--- src/scan_report_field_filter_top_defines.svh ---
// ----------------------------------------------------------------------------
// Scan report field filter assertion macros
// Concurrent assertion wrappers; empty when SYNTHESIS is defined.
// ----------------------------------------------------------------------------
`ifndef SCAN_REPORT_FIELD_FILTER_TOP_DEFINES_SVH
`define SCAN_REPORT_FIELD_FILTER_TOP_DEFINES_SVH

`ifndef SYNTHESIS
// Property must hold at every rising clock edge outside reset.
`define SRFF_ASSERT(lbl, clk, rstn, prop) \
  lbl: assert property (@(posedge clk) disable iff (!rstn) (prop)) \
    else $error("srff assertion failed");
// Condition must never be seen outside reset.
`define SRFF_ASSERT_NEVER(lbl, clk, rstn, cond) \
  lbl: assert property (@(posedge clk) disable iff (!rstn) !(cond)) \
    else $error("srff forbidden condition seen");
`else
`define SRFF_ASSERT(lbl, clk, rstn, prop)
`define SRFF_ASSERT_NEVER(lbl, clk, rstn, cond)
`endif

`endif

--- src/srff_pkg.sv ---
// ----------------------------------------------------------------------------
// Scan report field filter package
// Shared types and constants of the filter, its queue and its top level.
// ----------------------------------------------------------------------------
package srff_pkg;

  localparam int unsigned CHAR_W   = 8;
  localparam int unsigned CFG_W    = 4;
  localparam int unsigned Q_DEPTH  = 4;
  localparam int unsigned Q_PTR_W  = $clog2(Q_DEPTH);
  localparam int unsigned Q_CNT_W  = $clog2(Q_DEPTH + 1);

  localparam logic [CHAR_W-1:0] CH_NUL   = 8'h00;
  localparam logic [CHAR_W-1:0] CH_NL    = 8'h0A;
  localparam logic [CHAR_W-1:0] CH_COMMA = 8'h2C;
  localparam logic [CHAR_W-1:0] CH_D     = 8'h64;

  // Register indexes on the configuration port
  localparam logic [1:0] REG_SSID_COMMA = 2'd0;
  localparam logic [1:0] REG_FIRST_FLD  = 2'd1;
  localparam logic [1:0] REG_SECOND_FLD = 2'd2;

  localparam logic [CFG_W-1:0] SSID_COMMA_RST = 4'd8;
  localparam logic [CFG_W-1:0] FIRST_FLD_RST  = 4'd0;
  localparam logic [CFG_W-1:0] SECOND_FLD_RST = 4'd2;

  typedef struct packed {
    logic [CFG_W-1:0] ssid_comma;
    logic [CFG_W-1:0] first_fld;
    logic [CFG_W-1:0] second_fld;
  } cfg_t;

  typedef struct packed {
    logic [CHAR_W-1:0] data;
    logic              last;
  } res_t;

  typedef struct packed {
    logic [1:0] num;   // results produced by this transaction, 0 to 2
    res_t       r0;
    res_t       r1;
  } step_out_t;

endpackage

--- src/srff_step.sv ---
// ----------------------------------------------------------------------------
// Scan report field filter step
// Parser state and per-byte decision; emits up to two result bytes.
// ----------------------------------------------------------------------------
`include "scan_report_field_filter_top_defines.svh"

module srff_step (
  input  logic                         clk,
  input  logic                         rst_n,
  input  logic                         go,
  input  logic [srff_pkg::CHAR_W-1:0]  char_i,
  input  srff_pkg::cfg_t               cfg,
  output srff_pkg::step_out_t          res
);

  typedef enum logic [2:0] {
    PH_WAIT_D  = 3'd0,
    PH_SKIP    = 3'd1,
    PH_DIGITS  = 3'd2,
    PH_DROP    = 3'd3,
    PH_RECORDS = 3'd4
  } phase_t;

  phase_t                      phase_r,     phase_nxt;
  logic [1:0]                  digit_cnt_r, digit_cnt_nxt;
  logic [srff_pkg::CFG_W-1:0]  comma_cnt_r, comma_cnt_nxt;
  logic                        in_ssid_r,   in_ssid_nxt;

  logic [srff_pkg::CFG_W-1:0]  comma_inc;
  logic                        kept;

  assign comma_inc = comma_cnt_r + 4'd1;
  assign kept      = (comma_cnt_r == cfg.first_fld) || (comma_cnt_r == cfg.second_fld);

  always_comb begin
    phase_nxt     = phase_r;
    digit_cnt_nxt = digit_cnt_r;
    comma_cnt_nxt = comma_cnt_r;
    in_ssid_nxt   = in_ssid_r;
    res.num       = 2'd0;
    res.r0        = '{data: char_i, last: 1'b0};
    res.r1        = '{data: srff_pkg::CH_NL, last: 1'b0};

    if (char_i == srff_pkg::CH_NUL) begin
      // terminator: pass with last, back to header search
      phase_nxt     = PH_WAIT_D;
      digit_cnt_nxt = 2'd0;
      comma_cnt_nxt = '0;
      in_ssid_nxt   = 1'b0;
      res.num       = 2'd1;
      res.r0.last   = 1'b1;
    end else begin
      unique case (phase_r)
        PH_SKIP: begin
          phase_nxt     = PH_DIGITS;
          digit_cnt_nxt = 2'd0;
        end
        PH_DIGITS: begin
          if (char_i == srff_pkg::CH_NL) begin
            res.num       = 2'd1;
            phase_nxt     = PH_RECORDS;
            comma_cnt_nxt = '0;
            in_ssid_nxt   = 1'b0;
          end else begin
            res.num       = 2'd1;
            digit_cnt_nxt = digit_cnt_r + 2'd1;
            if (digit_cnt_nxt >= 2'd2) begin
              // second digit: close the count with a newline
              res.num   = 2'd2;
              phase_nxt = PH_DROP;
            end
          end
        end
        PH_DROP: begin
          if (char_i == srff_pkg::CH_NL) begin
            phase_nxt     = PH_RECORDS;
            comma_cnt_nxt = '0;
            in_ssid_nxt   = 1'b0;
          end
        end
        PH_RECORDS: begin
          priority if (char_i == srff_pkg::CH_NL) begin
            comma_cnt_nxt = '0;
            in_ssid_nxt   = 1'b0;
            res.num       = 2'd1;
          end else if (in_ssid_r) begin
            res.num = 2'd1;
          end else if (char_i == srff_pkg::CH_COMMA && comma_cnt_r < cfg.ssid_comma) begin
            if (kept) begin
              res.num = 2'd1;
            end
            comma_cnt_nxt = comma_inc;
            if (comma_inc == cfg.ssid_comma) begin
              in_ssid_nxt = 1'b1;
            end
          end else if (kept) begin
            res.num = 2'd1;
          end else begin
            res.num = 2'd0;
          end
        end
        default: begin
          // header search; unused codes behave the same
          if (char_i == srff_pkg::CH_D) begin
            phase_nxt     = PH_SKIP;
            digit_cnt_nxt = 2'd0;
          end else begin
            phase_nxt = PH_WAIT_D;
          end
        end
      endcase
    end
  end

  always_ff @(posedge clk) begin
    if (!rst_n) begin
      phase_r     <= PH_WAIT_D;
      digit_cnt_r <= 2'd0;
      comma_cnt_r <= '0;
      in_ssid_r   <= 1'b0;
    end else if (go) begin
      phase_r     <= phase_nxt;
      digit_cnt_r <= digit_cnt_nxt;
      comma_cnt_r <= comma_cnt_nxt;
      in_ssid_r   <= in_ssid_nxt;
    end
  end

  `SRFF_ASSERT(a_ssid_in_records, clk, rst_n, in_ssid_r |-> (phase_r == PH_RECORDS))
  `SRFF_ASSERT(a_nul_single_last, clk, rst_n,
    (go && char_i == srff_pkg::CH_NUL) |=> (phase_r == PH_WAIT_D && !in_ssid_r))

endmodule

--- src/srff_outq.sv ---
// ----------------------------------------------------------------------------
// Scan report field filter output queue
// Four-entry result queue taking up to two pushes and one pop per cycle.
// ----------------------------------------------------------------------------
`include "scan_report_field_filter_top_defines.svh"

module srff_outq (
  input  logic                          clk,
  input  logic                          rst_n,
  input  logic                          push_en,
  input  srff_pkg::step_out_t           push,
  input  logic                          pop,
  output logic                          room2,
  output logic                          nonempty,
  output srff_pkg::res_t                head
);

  srff_pkg::res_t                       q_r [srff_pkg::Q_DEPTH];
  logic [srff_pkg::Q_PTR_W-1:0]         wr_ptr_r, rd_ptr_r;
  logic [srff_pkg::Q_CNT_W-1:0]         cnt_r, cnt_nxt;
  logic [srff_pkg::Q_PTR_W-1:0]         wr_ptr1;
  logic [1:0]                           n_push;

  assign n_push   = push_en ? push.num : 2'd0;
  assign wr_ptr1  = wr_ptr_r + srff_pkg::Q_PTR_W'(1);
  assign room2    = cnt_r <= srff_pkg::Q_CNT_W'(srff_pkg::Q_DEPTH - 2);
  assign nonempty = cnt_r != '0;
  assign head     = q_r[rd_ptr_r];
  assign cnt_nxt  = cnt_r + srff_pkg::Q_CNT_W'(n_push) - srff_pkg::Q_CNT_W'(pop);

  always_ff @(posedge clk) begin
    if (n_push != 2'd0) begin
      q_r[wr_ptr_r] <= push.r0;
    end
    if (n_push == 2'd2) begin
      q_r[wr_ptr1] <= push.r1;
    end
  end

  always_ff @(posedge clk) begin
    if (!rst_n) begin
      wr_ptr_r <= '0;
      rd_ptr_r <= '0;
      cnt_r    <= '0;
    end else begin
      wr_ptr_r <= wr_ptr_r + srff_pkg::Q_PTR_W'(n_push);
      if (pop) begin
        rd_ptr_r <= rd_ptr_r + srff_pkg::Q_PTR_W'(1);
      end
      cnt_r <= cnt_nxt;
    end
  end

  `SRFF_ASSERT_NEVER(a_no_overflow, clk, rst_n, (n_push != 2'd0) && !room2)
  `SRFF_ASSERT(a_cnt_bound, clk, rst_n,
    cnt_r <= srff_pkg::Q_CNT_W'(srff_pkg::Q_DEPTH))

endmodule

--- src/scan_report_field_filter_top.sv ---
// ----------------------------------------------------------------------------
// Scan report field filter
// Byte-stream filter that trims a scan report to count, channel, RSSI, SSID.
// ----------------------------------------------------------------------------
// The block takes one report byte per cycle and keeps up with that rate
// indefinitely as long as the output side takes one byte per cycle: each byte
// passes through an input register, combinational parse logic, and a
// four-entry result queue, so a result is offered only once it has been
// written into the queue, after its byte was taken into the input register.
// One input byte yields zero, one or two result bytes (two only for
// the second count digit, which is followed by a newline); the queue absorbs
// that burst, and input is held off only while fewer than two queue entries
// are free. Registers (ssid_comma_number at 0x0, first_kept_field at 0x4,
// second_kept_field at 0x8, 4 bits each) take effect on the next byte; write
// them only while no transaction is in flight. A zero byte ends a report, is
// passed on with out_last set, and returns the parser to header search.
// ----------------------------------------------------------------------------
`include "scan_report_field_filter_top_defines.svh"

module scan_report_field_filter_top (
  input  logic        clk,
  input  logic        rst_n,
  // input byte channel
  input  logic        in_valid,
  output logic        in_stall,
  input  logic [7:0]  in_char_in,
  // result channel
  output logic        out_valid,
  input  logic        out_stall,
  output logic [7:0]  out_byte_out,
  output logic        out_last,
  // register port
  input  logic        psel,
  input  logic        penable,
  input  logic        pwrite,
  input  logic [3:0]  paddr,
  input  logic [31:0] pwdata,
  output logic [31:0] prdata,
  output logic        pready
);

  srff_pkg::cfg_t                    cfg_r;
  logic                              in_valid_r;
  logic [srff_pkg::CHAR_W-1:0]       in_char_r;
  logic                              go;
  logic                              room2;
  logic                              pop;
  logic                              cfg_wr;
  logic [1:0]                        reg_idx;
  srff_pkg::step_out_t               step_res;
  srff_pkg::res_t                    head;

  // --- register port -------------------------------------------------------
  assign pready  = 1'b1;
  assign reg_idx = paddr[3:2];
  assign cfg_wr  = psel && penable && pwrite;

  always_ff @(posedge clk) begin
    if (!rst_n) begin
      cfg_r.ssid_comma <= srff_pkg::SSID_COMMA_RST;
      cfg_r.first_fld  <= srff_pkg::FIRST_FLD_RST;
      cfg_r.second_fld <= srff_pkg::SECOND_FLD_RST;
    end else if (cfg_wr) begin
      unique case (reg_idx)
        srff_pkg::REG_SSID_COMMA: cfg_r.ssid_comma <= pwdata[srff_pkg::CFG_W-1:0];
        srff_pkg::REG_FIRST_FLD:  cfg_r.first_fld  <= pwdata[srff_pkg::CFG_W-1:0];
        srff_pkg::REG_SECOND_FLD: cfg_r.second_fld <= pwdata[srff_pkg::CFG_W-1:0];
        default: ;  // unmapped address: drop the write
      endcase
    end
  end

  always_comb begin
    unique case (reg_idx)
      srff_pkg::REG_SSID_COMMA: prdata = {28'd0, cfg_r.ssid_comma};
      srff_pkg::REG_FIRST_FLD:  prdata = {28'd0, cfg_r.first_fld};
      srff_pkg::REG_SECOND_FLD: prdata = {28'd0, cfg_r.second_fld};
      default:                  prdata = 32'd0;
    endcase
  end

  // --- input register ------------------------------------------------------
  // Advance the held byte whenever the queue can take two results; the
  // register then frees up in the same cycle, so a new transaction is taken.
  assign go       = in_valid_r && room2;
  assign in_stall = in_valid_r && !room2;

  always_ff @(posedge clk) begin
    if (!rst_n) begin
      in_valid_r <= 1'b0;
    end else if (in_valid && !in_stall) begin
      in_valid_r <= 1'b1;
    end else if (go) begin
      in_valid_r <= 1'b0;
    end
  end

  always_ff @(posedge clk) begin
    if (in_valid && !in_stall) begin
      in_char_r <= in_char_in;
    end
  end

  // --- parser --------------------------------------------------------------
  srff_step u_step (
    .clk    (clk),
    .rst_n  (rst_n),
    .go     (go),
    .char_i (in_char_r),
    .cfg    (cfg_r),
    .res    (step_res)
  );

  // --- result queue --------------------------------------------------------
  assign pop = out_valid && !out_stall;

  srff_outq u_outq (
    .clk      (clk),
    .rst_n    (rst_n),
    .push_en  (go),
    .push     (step_res),
    .pop      (pop),
    .room2    (room2),
    .nonempty (out_valid),
    .head     (head)
  );

  assign out_byte_out = head.data;
  assign out_last     = head.last;

endmodule
--- config.mk ---
export PLATFORM = sky130hd
export DESIGN_NAME = scan_report_field_filter_top
export DESIGN_NICKNAME = d
export VERILOG_FILES = /design/src/srff_pkg.sv /design/src/srff_step.sv /design/src/srff_outq.sv /design/src/scan_report_field_filter_top.sv
export VERILOG_INCLUDE_DIRS = /design/src /design/src/src
export SDC_FILE = /design/constraint.sdc
export NUM_CORES = 1
export LEC_CHECK = 0
export BUFFER_PORTS_ARGS = -buffer_cell sky130_fd_sc_hd__buf_4
export CAP_MARGIN = 10
export CELL_PAD_IN_SITES_DETAIL_PLACEMENT = 0
export CELL_PAD_IN_SITES_GLOBAL_PLACEMENT = 1
export CORE_MARGIN = 10
export CORE_UTILIZATION = 38
export CTS_CLUSTER_SIZE = 16
export DETAILED_ROUTE_END_ITERATION = 10
export PLACE_DENSITY = 0.83
export SYNTH_ARGS = -nofsm -noshare
export SYNTH_HDL_FRONTEND = slang
export SYNTH_SLANG_ARGS = --single-unit
--- constraint.sdc ---
create_clock -name clk -period 5 [get_ports clk]
set_input_delay 0.25 -clock clk [delete_from_list [all_inputs] [get_ports clk]]
set_output_delay 0.25 -clock clk [all_outputs]
set_load 0.05 [all_outputs]
Word level (Yosys, flattened, before mapping)
Memory sizes are Yosys's and may differ from the RTL's. A register that Yosys moved wholly into a read port is not among the register bits. Cells that the tools add are included.

Memories: 1. Word-level logic and storage cells: 112. Memory bits (writable): 36. Flip-flop bits (word level): 38. Output and inout bits: 44. Input bits: 51.

Order comparisons: 3. Muxes and demuxes: 41. Reductions and logical operators: 27. Add/subtract/negate cells: 7. Equality and inequality tests: 21.

Memories: u_outq.q_r (words 4, width 9, rd ports 1, clocked after Yosys merged registers in 1, write ports 2, RTL line srff_outq.sv:18) `srff_pkg::res_t q_r [srff_pkg::Q_DEPTH];`.

Operators with widths (number): 2-to-1 mux 2 bit (11); 2-to-1 mux 4 bit (5); 2-to-1 mux 1 bit (15); == test 4 bit (3); 2-to-1 mux 3 bit (4); one-hot mux 3 bit (4 select lines) (1); one-hot mux 4 bit (3 select lines) (1); == test 8 x 4 -> 1 bit (second input constant) (1); == test 8 x 6 -> 1 bit (second input constant) (1); == test 8 x 7 -> 1 bit (second input constant) (1); logical NOT 8 bit (1); inequality test 4 x 1 -> 1 bit (second input constant) (2); one-hot mux 4 bit (2 select lines) (1); AND reduction 4 bit (2); logical AND 1 bit (7); adder 2 x 1 -> 2 bit (second input constant) (3); == test 3 x 2 -> 1 bit (second input constant) (2); inequality test 3 x 1 -> 1 bit (second input constant) (2); one-hot mux 2 bit (3 select lines) (1); AND reduction 2 bit (3); nonzero test 3 bit (2); AND reduction 5 bit (1); adder 4 x 1 -> 4 bit (second input constant) (1); == test 2 bit (second input constant) (2); 21 further kinds (26).

Depth between registers and ports, before layout
Depth in word-level cells: 11. Gate-level depth with buffers: 12. Depth with buffers taken out: 11.

By module
A second synthesis with hierarchy kept.

Cell total of the unflattened synthesis: 384. Area total of the unflattened synthesis: 4525.6 µm².

Modules (own cells, without submodules): srff_outq (area an instance 2288.4 µm², cells each 141, instances 1, sequential area each 1261.2 µm²); srff_step (area an instance 1143.6 µm², cells each 135, instances 1, sequential area each 200.2 µm²); scan_report_field_filter_top (area an instance 1093.5 µm², cells each 108, instances 1, sequential area each 500.5 µm²).

Least setup slack after synthesis
No wires, ideal clock.

Path type: register to register. Start: register in_char_r[6] (netlist name). End: register u_outq.cnt_r[2] (netlist name). Period minus slack after synthesis: 2848 ps. Path slack: 2152 ps. Cell stages (with the launch flop): 13. Data required time: 4872 ps. Data arrival time: 2721 ps. Setup time: 128 ps. Buffers on the path: 1. Cell sequence: edfxtp_1 or4_1 buf_2 nor4_1 o21ai_0 nand2_1 o21a_1 ha_1 inv_1 fa_1 xnor2_1 xnor2_1 nor2_1.

Cells in the longest elaborated chain, start to end: 7. Elaborated cells between the ends (all ways): 9. Those cells by class: add/sub (2); eq/ne (1); mux (5); reduce/logical (1).

Ends and longest elaborated chain: from (decl) (RTL line scan_report_field_filter_top.sv:44) `logic [srff_pkg::CHAR_W-1:0] in_char_r;`; from (signal assigned) (RTL line scan_report_field_filter_top.sv:100) `in_char_r <= in_char_in;`; == test 8 x 4 -> 1 bit (RTL line srff_step.sv:59, srff_step.sv:82); 2-to-1 mux 2 bit (on tied branches) (RTL line srff_step.sv:82, srff_step.sv:59); one-hot mux 2 bit (2 select lines) (RTL line srff_step.sv:53) `unique case (phase_r)`; 2-to-1 mux 2 bit * (RTL line srff_step.sv:44) `if (char_i == srff_pkg::CH_NUL) begin`; 2-to-1 mux 2 bit * (RTL line srff_outq.sv:24) `assign n_push = push_en ? push.num : 2'd0;`; adder 3 x 2 -> 3 bit * (RTL line srff_outq.sv:29) `assign cnt_nxt = cnt_r + srff_pkg::Q_CNT_W'(n_push) - srff_pkg::Q_CNT_W'(pop);`; subtractor 3 x 1 -> 3 bit * (RTL line srff_outq.sv:29); to (signal assigned) (RTL line srff_outq.sv:50) `cnt_r <= cnt_nxt;`; to (decl) (RTL line srff_outq.sv:20) `logic [srff_pkg::Q_CNT_W-1:0] cnt_r, cnt_nxt;`.

Mark *: on every way between the ends. The rest lies on a longest branch, timed or not. A chain may end at the register's enable or synchronous reset.

Worst setup path in the final report
Same ends and word-level chain as after synthesis.

==> qor.yml <==
hold_viol: 0
combPwrFrac_pct: 31.5
syn_inst: 465
p_int_uw: 1220
path_cells: "nor4_1, nand4_1, a31oi_1, o21a_1, ha_1, inv_1, fa_1, xnor2_1, xnor2_1, nor2_1"
maxSlewViolCount: 0
rsz0062_at_grt: "no"
yosysSeqAreaShare_pct: 38.2
core_mm2: 0.0108
dp_slack_ns: 1.56
overflow: 0
die_w_um: 125
min-delay-path-class: "input port to flip-flop"
p_seq_share_pct: 40.1
synth_edf_count: 8
yosys.area.top_type: "dfxtp_1"
required_ns: 5.21
critPathMaxStageDelay_ns: 0.77
post-cts-setup-buffer-count: 0
tightest_slew_ns: 1.18
crit_path_end_kind: "flip-flop"
pin_count: 95
post_drt_wl_per_cell_um: 16.5
ant_nets: 0
p_sw_uw: 703
start_util_pct: 38.7
r2r-start: "in_char_r[6]$_DFFE_PP_"
first_pass_iters: 5
async_reset_ff_share_pct: 0
hold_path.startpoint: "in_char_in[1]"
power.density_mw_per_mm2: 414
ys.flop_type: "dfxtp_1"
ctsHoldBuffers: 0
switching_share_pct: 36.5
yosysWarnings: 0
cp_top_family: "compound AO/OA/AOI/OAI gates"
cts_tree: "done"
status: "finished, final reports clean"
diodes: 0
root_buffer: "clkbuf_8"
antenna_found_initial: 0
drc_errors: 0
cts_sinks: 76
synth_cell_type_count: 58
dr_total_vias: 3406
nets: 544
arrival_ns: 3.66
cts.path.max_buffers: 2
grt_pass1_wl_um: 16700
layout-drive-gt1-share_pct: 13.5
grt_util_all_layers_pct: 12.8
grt_pass1_vias: 3305
worst_path_max_delay_cell: "a31oi_1"
setup_viol: 0
die_height_um: 125
htreeDepth: 3
fin_crit_ns: 3.45
period_share_pct: 69.1
fmax_mhz: 290
multi_input_area_mm2: 0.00227
leakage_uw: 0.00188
globalplace.congestion: 0.877
ctsResizeCount: 0
fillCellCount: 1072
ir_drop_v: 0.000181
slew-limit-headroom_pct: 20.0
die_area_mm2: 0.0156
drtIter0Drc: 371
io_buffer_count: 35
syn_area_mm2: 0.00419
grt_max_degree: 23
worst_path_most_repeated_cell: "xnor2_1"
cp-startpoint: "in_char_r[6]$_DFFE_PP_"
dp_hpwl_um: 7520
syn_area_per_cell_um2: 9.01
worst_slack_ns: 1.55
fin_skew_ns: 0.0117
vias_per_cell: 5.42
clk_pin_slew_ns: 0.08
yosys-top-cells-area: "dfxtp_1 (32%), mux2i_1 (6.4%), edfxtp_1 (5.7%), buf_4 (5.2%), mux4_2 (4.8%)"
critical_path_peak_fanout: 11
clock_latency_ns: 0.35
finalSetupTns_ns: 0
cts_inserted_buffers: 9
synth-seq-cells: 76
path_class: "flip-flop to flip-flop"
areaGrowthSynthToFinish_pct: 10.9
cp-start-kind: "flip-flop"
maxCapViolCount: 0
drt-total-wl_um: 10300
synth_top_area_share_pct: 32.5
std_cell_rows: 38
seq_area_mm2: 0.00160
worst-path-buf-inv: 1
clkPwrFrac_pct: 28.4
-- cell type report --
| type | count | area share (%) |
|---|---|---|
| Clock inverter | 5 | 1.75 |
| Inverter | 24 | 1.94 |
| Sequential cell | 76 | 34.5 |
| Timing Repair Buffer | 37 | 5.98 |
| Multi-Input combinational cell | 335 | 48.8 |
| Tap cell | 140 | 3.77 |
| Clock buffer | 11 | 3.28 |
-- metal layers --
layer	vias to the layer above	routed length [um]	GRT usage (%)
li1	1650	-	-
met1	1613	4460	15.9
met2	131	4830	20.3
met3	12	900	4.22
met4	0	153	4.54
met5	-	0	0
-- power by group through the flow --
stage | combinational [uW] | sequential, uW | clock (uW)
final | 606 | 773 | 547
after detailed placement | 610 | 785 | 0
after global routing | 654 | 785 | 586
after floorplan | 521 | 732 | 0
after CTS | 611 | 771 | 558
after global placement | 599 | 783 | 0
-- worst paths after layout --
check	depth (start not counted)	slack (ns)	end
min reg2reg	2	0.46	u_outq.q_r[1][5]$_SDFFE_PP0P_
max reg2reg	10	1.55	u_outq.cnt_r[2]$_SDFF_PN0_
max	10	1.55	u_outq.cnt_r[2]$_SDFF_PN0_
min	1	0.07	in_char_r[1]$_DFFE_PP_
-- cell families after synthesis --
kind of cell,Yosys count,share of synthesized area [%]
AND/OR/NAND/NOR,150,18.2
AO/OA/AOI/OAI,88,14.3
buffers and inverters,81,10.0
flip-flops,76,38.2
multiplexers,36,11.3
XOR/XNOR,22,4.60
adder cells (fa/ha/maj),10,3.17
other,2,0.179
-- placed cells by master, fill, tap and decap left out, types with 3 or more instances in the layout --
cell type,n
and3_1,3
nand4_1,14
ha_1,9
xnor2_1,18
or3_1,3
buf_4,37
o22ai_1,3
xor2_1,4
nor4_1,4
a31oi_1,6
mux2i_1,27
inv_1,24
nor2_1,23
o211ai_1,14
o21ai_0,20
o41ai_1,3
dfxtp_1,68
conb_1,29
nor3_1,6
clkbuf_8,9
nor2b_1,6
a21oi_1,18
nand2_1,44
nand3_1,25
nand2b_1,5
mux4_2,9
and2_1,4
nor3b_1,3
edfxtp_1,8
-- cell usage after synthesis (all sizes together), types with 3 or more instances --
library cell	number
mux2i	27
nor3	6
nor4	4
dfxtp	68
a31oi	6
clkbuf	21
xnor2	18
nand2	44
buf	36
nor3b	3
or4	3
nand4	14
a21oi	18
o22ai	3
and2	4
nor2	23
xor2	4
o41ai	3
o211ai	14
nand3	25
or3	3
ha	9
and3	3
o21ai	21
mux4	9
inv	24
nor2b	6
nand2b	5
edfxtp	8
-- registers in the layout, summed over array words and instances (netlist names), named ones only --
register / cells
in_valid_r: 1
u_step.in_ssid_r: 1
u_step.digit_cnt_r: 2
in_char_r: 8
u_outq.rd_ptr_r: 2
u_outq.wr_ptr_r: 2
u_step.comma_cnt_r: 4
u_outq.cnt_r: 3
u_outq.q_r: 36
u_step.phase_r: 3
cfg_r: 12
-- through the flow --
stage               util (%)  cell area (um^2)  power [uW]  hold slack, ns  std cells
floorplan                  -              4290        1250           0.349        492
global placement        40.7              4410        1380           0.428        612
detailed placement      40.7              4410        1400           0.430        612
CTS                     42.9              4650        1940          0.0543        628
global route            42.9              4650        2020          0.0526        628
finish                  42.9              4650        1930          0.0700        628
No activity file was read; power rests on OpenSTA's default activity.
